File: src/sv/assert_macros.svh
// Assertion macros used by the scheduler RTL.
// Each macro takes a label, the clock, the reset and a property or condition.
`ifndef ASSERT_MACROS_SVH
`define ASSERT_MACROS_SVH

`ifndef NO_ASSERTIONS

`define ASSERT_PROP(lbl, clk, rst, prop) \
  lbl: assert property (@(posedge clk) disable iff (rst) prop) \
    else $error("assertion failed");

`define ASSERT_NEVER(lbl, clk, rst, cond) \
  lbl: assert property (@(posedge clk) disable iff (rst) !(cond)) \
    else $error("forbidden condition seen");

`else

`define ASSERT_PROP(lbl, clk, rst, prop)

`define ASSERT_NEVER(lbl, clk, rst, cond)

`endif

`endif

File: src/sv/eds_pkg.sv
package eds_pkg;

  // Queue geometry and field widths.
  localparam int QUEUE_DEPTH = 16;
  localparam int IDX_W       = $clog2(QUEUE_DEPTH);
  localparam int COUNT_W     = $clog2(QUEUE_DEPTH + 1);
  localparam int TAG_W       = 8;
  localparam int CYL_W       = 8;
  localparam int TRK_W       = 5;
  localparam int BLK_W       = 3;

  // Command codes carried in the input tuser.
  localparam logic CMD_INSERT  = 1'b0;
  localparam logic CMD_SERVICE = 1'b1;

  // Status codes carried in the output tuser.
  localparam logic [1:0] STATUS_INSERTED = 2'd0;
  localparam logic [1:0] STATUS_DROPPED  = 2'd1;
  localparam logic [1:0] STATUS_SERVED   = 2'd2;
  localparam logic [1:0] STATUS_REVERSED = 2'd3;

  // One queued request.
  typedef struct packed {
    logic [TAG_W-1:0] tag;
    logic [CYL_W-1:0] cylinder;
    logic [TRK_W-1:0] track;
    logic [BLK_W-1:0] blk;
  } entry_t;

  // Head position, sweep direction and queue count seen by every cell.
  typedef struct packed {
    logic [CYL_W-1:0]   head_cylinder;
    logic [BLK_W-1:0]   head_block;
    logic               outward;
    logic [COUNT_W-1:0] count;
  } scan_ctx_t;

  // Best candidate so far, passed from cell to cell during a service scan.
  typedef struct packed {
    logic             valid;
    logic             found;
    logic [CYL_W-1:0] cyl_dist;
    logic [BLK_W-1:0] bdist;
    logic [IDX_W-1:0] idx;
  } scan_t;

endpackage

File: src/sv/elevator_disk_request_scheduler.sv
// An insert's result appears in the cycle after it is accepted; one insert is taken
// each cycle while the output is free. In a service step the best candidate walks
// the row of QUEUE_DEPTH cells one cell a cycle, then is served and the queue shifted,
// or the sweep reverses if none was found. No command is taken until the step commits.
// Reset empties the queue, sets the head to cylinder 0, block 0, and the sweep to inward.
// Stored request entries are not cleared by reset.
`include "assert_macros.svh"

module elevator_disk_request_scheduler import eds_pkg::*; (
  input  logic        clk,
  input  logic        rst,
  input  logic        s_axis_tvalid,
  output logic        s_axis_tready,
  // tdata: request_tag [7:0], request_cylinder [15:8], request_track [20:16],
  // request_block [23:21]
  input  logic [23:0] s_axis_tdata,
  // tuser: command [0]
  input  logic [0:0]  s_axis_tuser,
  output logic        m_axis_tvalid,
  input  logic        m_axis_tready,
  // tdata: served_tag [7:0], served_cylinder [15:8], served_track [20:16],
  // served_block [23:21], sweep_outward [24], pending_count [29:25], zero [31:30]
  output logic [31:0] m_axis_tdata,
  // tuser: status [1:0]
  output logic [1:0]  m_axis_tuser
);

  localparam logic [1:0] ST_IDLE = 2'd0;
  localparam logic [1:0] ST_SCAN = 2'd1;
  localparam logic [1:0] ST_DONE = 2'd2;

  logic [1:0]         state;
  logic [COUNT_W-1:0] count;
  logic [CYL_W-1:0]   head_cylinder;
  logic [BLK_W-1:0]   head_block;
  logic               outward;
  scan_t              best;

  logic               out_free;
  logic               accept;
  logic               do_insert;
  logic               full;
  logic               commit;
  entry_t             in_entry;
  entry_t             picked;
  scan_ctx_t          ctx;
  scan_t              scan_head;
  entry_t             entries [QUEUE_DEPTH];
  scan_t              chain   [QUEUE_DEPTH+1];

  // Handshake and control decode.
  always_comb begin
    out_free      = !m_axis_tvalid || m_axis_tready;
    s_axis_tready = (state == ST_IDLE) && out_free;
    accept        = s_axis_tvalid && s_axis_tready;
    full          = (count == COUNT_W'(QUEUE_DEPTH));
    do_insert     = accept && (s_axis_tuser[0] == CMD_INSERT) && !full;
    commit        = (state == ST_DONE) && out_free;
    in_entry.tag      = s_axis_tdata[7:0];
    in_entry.cylinder = s_axis_tdata[15:8];
    in_entry.track    = s_axis_tdata[20:16];
    in_entry.blk      = s_axis_tdata[23:21];
    ctx.head_cylinder = head_cylinder;
    ctx.head_block    = head_block;
    ctx.outward       = outward;
    ctx.count         = count;
    scan_head.valid    = accept && (s_axis_tuser[0] == CMD_SERVICE);
    scan_head.found    = 1'b0;
    scan_head.cyl_dist = '0;
    scan_head.bdist    = '0;
    scan_head.idx      = '0;
    picked            = entries[best.idx];
  end

  assign chain[0] = scan_head;

  // Row of cells, one request each.
  for (genvar i = 0; i < QUEUE_DEPTH; i++) begin : g_cell
    entry_t neighbour;
    if (i == QUEUE_DEPTH - 1) begin : g_last
      assign neighbour = '0;
    end else begin : g_mid
      assign neighbour = entries[i+1];
    end
    eds_cell u_cell (
      .clk        (clk),
      .rst        (rst),
      .cell_index (IDX_W'(i)),
      .ctx        (ctx),
      .load       (do_insert),
      .load_entry (in_entry),
      .shift      (commit && best.found),
      .pick       (best.idx),
      .next_entry (neighbour),
      .entry      (entries[i]),
      .scan_in    (chain[i]),
      .scan_out   (chain[i+1])
    );
  end

  // Sequencer, queue state and head position.
  always_ff @(posedge clk) begin
    if (rst) begin
      state         <= ST_IDLE;
      count         <= '0;
      head_cylinder <= '0;
      head_block    <= '0;
      outward       <= 1'b0;
    end else begin
      case (state)
        ST_IDLE: begin
          if (scan_head.valid) begin
            state <= ST_SCAN;
          end else if (do_insert) begin
            count <= count + COUNT_W'(1);
          end
        end
        ST_SCAN: begin
          if (chain[QUEUE_DEPTH].valid) begin
            state <= ST_DONE;
          end
        end
        ST_DONE: begin
          if (commit) begin
            state <= ST_IDLE;
            if (best.found) begin
              head_cylinder <= picked.cylinder;
              head_block    <= picked.blk;
              count         <= count - COUNT_W'(1);
            end else begin
              outward <= !outward;
            end
          end
        end
        default: begin
          state <= ST_IDLE;
        end
      endcase
    end
  end

  // Capture the outcome of the scan at the end of the row.
  always_ff @(posedge clk) begin
    if (chain[QUEUE_DEPTH].valid) begin
      best <= chain[QUEUE_DEPTH];
    end
  end

  // Output register for result items.
  always_ff @(posedge clk) begin
    if (rst) begin
      m_axis_tvalid <= 1'b0;
    end else if (accept && (s_axis_tuser[0] == CMD_INSERT)) begin
      m_axis_tvalid       <= 1'b1;
      m_axis_tuser        <= full ? STATUS_DROPPED : STATUS_INSERTED;
      m_axis_tdata[23:0]  <= '0;
      m_axis_tdata[24]    <= outward;
      m_axis_tdata[29:25] <= full ? count : count + COUNT_W'(1);
      m_axis_tdata[31:30] <= '0;
    end else if (commit) begin
      m_axis_tvalid       <= 1'b1;
      m_axis_tdata[31:30] <= '0;
      if (best.found) begin
        m_axis_tuser        <= STATUS_SERVED;
        m_axis_tdata[7:0]   <= picked.tag;
        m_axis_tdata[15:8]  <= picked.cylinder;
        m_axis_tdata[20:16] <= picked.track;
        m_axis_tdata[23:21] <= picked.blk;
        m_axis_tdata[24]    <= outward;
        m_axis_tdata[29:25] <= count - COUNT_W'(1);
      end else begin
        m_axis_tuser        <= STATUS_REVERSED;
        m_axis_tdata[23:0]  <= '0;
        m_axis_tdata[24]    <= !outward;
        m_axis_tdata[29:25] <= count;
      end
    end else if (m_axis_tready) begin
      m_axis_tvalid <= 1'b0;
    end
  end

  // The queue never holds more than its depth.
  `ASSERT_NEVER(a_count_bound, clk, rst, count > COUNT_W'(QUEUE_DEPTH))
  // The scan candidate leaves the last cell only while a scan is running.
  `ASSERT_PROP(a_scan_end_in_scan, clk, rst, chain[QUEUE_DEPTH].valid |-> state == ST_SCAN)
  // Serving a request removes exactly one entry.
  `ASSERT_PROP(a_serve_pops, clk, rst,
    (commit && best.found) |=> count == $past(count) - COUNT_W'(1))
  // A reversal moves no head and keeps the queue as it was.
  `ASSERT_PROP(a_reverse_keeps, clk, rst,
    (commit && !best.found) |=>
      (count == $past(count)) && (head_cylinder == $past(head_cylinder)))

endmodule

File: src/sv/eds_cell.sv
module eds_cell import eds_pkg::*; (
  input  logic             clk,
  input  logic             rst,
  input  logic [IDX_W-1:0] cell_index,
  input  scan_ctx_t        ctx,
  input  logic             load,
  input  entry_t           load_entry,
  input  logic             shift,
  input  logic [IDX_W-1:0] pick,
  input  entry_t           next_entry,
  output entry_t           entry,
  input  scan_t            scan_in,
  output scan_t            scan_out
);

  logic             occupied;
  logic             ahead;
  logic [CYL_W-1:0] cyl_dist;
  logic [BLK_W-1:0] bdist;
  logic             take;

  // Entry storage: append at the fill position, or close the gap left by a
  // served entry by taking the neighbour's contents.
  always_ff @(posedge clk) begin
    if (load && ({1'b0, cell_index} == ctx.count)) begin
      entry <= load_entry;
    end else if (shift && (cell_index >= pick)) begin
      entry <= next_entry;
    end
  end

  // Directed cylinder distance and absolute block distance to the head.
  always_comb begin
    occupied = ({1'b0, cell_index} < ctx.count);
    if (ctx.outward) begin
      ahead    = (entry.cylinder <= ctx.head_cylinder);
      cyl_dist = ctx.head_cylinder - entry.cylinder;
    end else begin
      ahead    = (entry.cylinder >= ctx.head_cylinder);
      cyl_dist = entry.cylinder - ctx.head_cylinder;
    end
    if (entry.blk >= ctx.head_block) begin
      bdist = entry.blk - ctx.head_block;
    end else begin
      bdist = ctx.head_block - entry.blk;
    end
    // A full tie goes to this cell, since it arrived later than the upstream ones.
    take = occupied && ahead &&
           (!scan_in.found || (cyl_dist < scan_in.cyl_dist) ||
            ((cyl_dist == scan_in.cyl_dist) && (bdist <= scan_in.bdist)));
  end

  // Pass the best candidate on to the next cell.
  always_ff @(posedge clk) begin
    if (rst) begin
      scan_out.valid <= 1'b0;
    end else begin
      scan_out.valid <= scan_in.valid;
    end
    if (take) begin
      scan_out.found    <= 1'b1;
      scan_out.cyl_dist <= cyl_dist;
      scan_out.bdist    <= bdist;
      scan_out.idx      <= cell_index;
    end else begin
      scan_out.found    <= scan_in.found;
      scan_out.cyl_dist <= scan_in.cyl_dist;
      scan_out.bdist    <= scan_in.bdist;
      scan_out.idx      <= scan_in.idx;
    end
  end

endmodule
File: config.mk
export PLATFORM = sky130hd
export DESIGN_NAME = elevator_disk_request_scheduler
export DESIGN_NICKNAME = d
export VERILOG_FILES = /design/src/sv/eds_pkg.sv /design/src/sv/elevator_disk_request_scheduler.sv /design/src/sv/eds_cell.sv
export VERILOG_INCLUDE_DIRS = /design/src /design/src/sv
export SDC_FILE = /design/constraint.sdc
export NUM_CORES = 2
export LEC_CHECK = 0
export ABC_AREA = 1
export ABC_CLOCK_PERIOD_IN_PS = 5100
export BUFFER_PORTS_ARGS = -buffer_cell sky130_fd_sc_hd__buf_2
export CELL_PAD_IN_SITES_DETAIL_PLACEMENT = 1
export CELL_PAD_IN_SITES_GLOBAL_PLACEMENT = 1
export CORE_ASPECT_RATIO = 1.2
export CORE_UTILIZATION = 45
export CTS_BUF_LIST = sky130_fd_sc_hd__clkbuf_8
export DETAILED_ROUTE_END_ITERATION = 8
export PLACE_DENSITY_LB_ADDON = 0.05
export RECOVER_POWER = 100
export SYNTH_ARGS = -nofsm -noshare
export SYNTH_HDL_FRONTEND = slang
export SYNTH_SLANG_ARGS = --single-unit
File: constraint.sdc
create_clock -name clk -period 5.1 [get_ports clk]
set_clock_uncertainty 0.1 [all_clocks]
set_input_delay 0.255 -clock clk [delete_from_list [all_inputs] [get_ports clk]]
set_output_delay 0.255 -clock clk [all_outputs]
set_load 0.01 [all_outputs]
==> flow_summary.ini <==
[timing]
fmax_ghz = 0.2154
worst_slew_pin_slew_ns = 2.789
hold_viol_final = 0
setup_tns_ns = 0
maxSlewHeadroom_pct = -85.93
rsz0062_at_grt = no
holdWs_ns = 0.1086
final.min_clock_period_ns = 4.643
fin_crit_sh_pct = 91.04
drv_slew = 259
setup_viol = 0

[floorplanning]
die_w_um = 299.5
io_pins = 65
die_h_um = 359.0
core_um2 = 104900
dieArea_um2 = 107500
floorplan.rows = 130
start_util_pct = 45.56

[place]
placed_cells = 7652
gp_congestion = 0.9040
hpwl_um = 130900
port_buffers = 62

[worst_hold_path]
holdPathStages = 3
hp-class = input port to flip-flop

[synthesis]
synthFlopType = edfxtp_1
ys_warn_count = 0
synth_cells = 6374
async_reset_ff_share_pct = 0
yosysSeqAreaShare_pct = 37.59
syn_area_per_cell_um2 = 7.499
ys_types = 44
synth_edf_count = 421
synthesis.area_um2 = 47800
synth_seq_cells = 687

[detailed_routing]
drtIter0Drc = 2621
vias = 43710
routed_wl_um = 175900
routed.top_layer = met5
post-route-drc-count = 0
drt_first_pass_iters = 5
wl_per_cell_um = 22.26
viasPerCell = 5.533
wl_met3_um = 8739
antenna_left = 0
wl_met2_um = 86770
wl_met1_um = 72720

[setup_path]
start_kind = flip-flop
rrSetupSlack_ns = 0.46
ff2ff_path_depth = 10
cp.arrival_ns = 5.00
endpoint_kind = flip-flop
worst_path_most_repeated_cell = nand2_1
cp_cell_sequence = nand2_1 > nand3_1 > nor2_1 > dlygate4sd3_1 > nand2_1 > inv_2 > nand3_1 > clkbuf_1 > nand2_1 > clkbuf_2
cp.required_ns = 5.45
critPathTopFamily = buffers and inverters
cp.depth = 10
crit_fanout = 25
cp_slowest_cell = dlygate4sd3_1
worst-path-buf-inv = 4
critPathMaxStageDelay_ns = 0.77
critPathKind = flip-flop to flip-flop

[cells_and_area]
drive_gt1_share_pct = 4.808
layout.nets = 6991
stdcell_count = 7901
fin_util_pct = 49.70
layout_commonest_cell = nand2_1
area_growth_pct = 9.088
final_cell_mix = nand2_1 (1955), inv_1 (834), o21ai_0 (641)
fillers = 13260

[flow_run]
drv_cap = 6

[cts]
clockBufferDepth = 3
insertion_delay_ns = 0.85
clkTransAtPathRegs_ns = 0.07
cts_htree_levels = 3
cts_buffers = 118
cts_resized = 0
tritoncts = done
clock-root-buffer = clkbuf_8
clkSinkCount = 687

[global_routing]
grt_antenna_before_repair = 8
grt.overflow.total = 0
grt_max_degree = 134
grtUsageTotal_pct = 32.55
grt_pass1_vias = 45200
grt_first_pass_wirelength_um = 268100

[run_status]
violations = capacitance limit, slew limit
status = finished with violations

[power]
p_leak_nw = 25.38
power.total_mw = 15.79
power.density_nw_per_um2 = 302.8
ir_drop_mv = 0.2258
metal layers:
metal  up-vias  track usage [%]
met5         -                0
met4         8            14.33
met3       346            4.109
met2      1121            56.93
met1     21340            39.82
li1      20900                -
report_power, final:
group / internal (mW) / leakage (nW) / switching (mW)
Clock: 3.01 / 1.41 / 2.59
Combinational: 1.01 / 18.0 / 1.89
Sequential: 6.66 / 5.98 / 0.620
kinds of logic after synthesis:
family,Yosys count,share of synthesized area (%)
compound gates,1064,11.56
xor+xnor,67,1.228
fa+ha+maj,554,15.51
buf+inv,1084,8.852
flops,687,37.59
mux,1,0.02356
other cells,1,0.007845
simple gates,2916,25.24
per-stage QoR:
| stage | setup slack, ns | instance area [µm²] |
|---|---|---|
| final | 0.4572 | 52150 |
| after detailed placement | 0.8705 | 49570 |
| after floorplan | 0.2699 | 47800 |
| after global placement | 1.042 | 49570 |
| after CTS | 0.8610 | 52360 |
| after global routing | 0.2498 | 52140 |
cells in the mapped netlist (14+ instances only):
master | number | share of area [%]
buf_2 | 82 | 0.86
buf_1 | 17 | 0.13
edfxtp_1 | 421 | 26
nand4_1 | 142 | 1.9
nor2_1 | 386 | 3.0
fa_1 | 64 | 2.7
ha_1 | 490 | 13
clkbuf_1 | 150 | 1.2
o21ai_1 | 209 | 2.2
xor2_1 | 41 | 0.75
nand2_1 | 1954 | 15
o21bai_1 | 15 | 0.24
nand3b_1 | 57 | 0.90
o21a_1 | 14 | 0.22
inv_1 | 810 | 6.4
a21oi_1 | 291 | 3.0
o21ai_0 | 460 | 4.8
xnor2_1 | 26 | 0.48
nand3_1 | 349 | 3.7
dfxtp_1 | 266 | 11
o22ai_1 | 53 | 0.69
flip-flops by register name (all words and copies together) (netlist names):
signal	cells
outward	1
head_cylinder	8
count	5
best	5
state	2
g_cell.u_cell.scan_out	246
g_cell.u_cell.entry	384
m_axis_tvalid	1
head_block	3
m_axis_tdata	30
m_axis_tuser	2
worst reg2reg max path, stage by stage, from the launching register on:
cell and delay [ns]:
dfxtp_1 0.33, nand2_1 0.19, nand3_1 0.13, nor2_1 0.62, dlygate4sd3_1 0.77, nand2_1 0.18, inv_2 0.25, nand3_1 0.11
clkbuf_1 0.64, nand2_1 0.23, clkbuf_2 0.67
cell type report:
type,instances,area (µm²),share of cell area (%)
sequential,687,17970,34.47
tap,1386,1734,3.326
multi-input combinational,4604,25580,49.06
inverter,824,3097,5.939
clock inverter,93,799.5,1.533
timing repair buffer,173,1170,2.243
clock buffer,129,1775,3.405
antenna,5,12.51,0.02399
repair_timing:
item                                   4_1_cts  5_1_grt
buffers inserted                             0        0
setup endpoints to repair                    0        0
endpoints found under the hold margin      181        0
hold buffers                                22        0
final timing paths:
path | start | endpoint
max | m_axis_tvalid$_SDFFE_PP0P_ | g_cell[15].u_cell.entry[16]$_SDFFCE_PN0P_
min | s_axis_tdata[21] | g_cell[15].u_cell.entry[0]$_SDFFCE_PN0P_
max reg2reg | m_axis_tvalid$_SDFFE_PP0P_ | g_cell[15].u_cell.entry[16]$_SDFFCE_PN0P_
min reg2reg | g_cell[10].u_cell.scan_out[16]$_SDFF_PP0_ | g_cell[11].u_cell.scan_out[16]$_SDFF_PP0_
(Power assumes the default switching activity.)
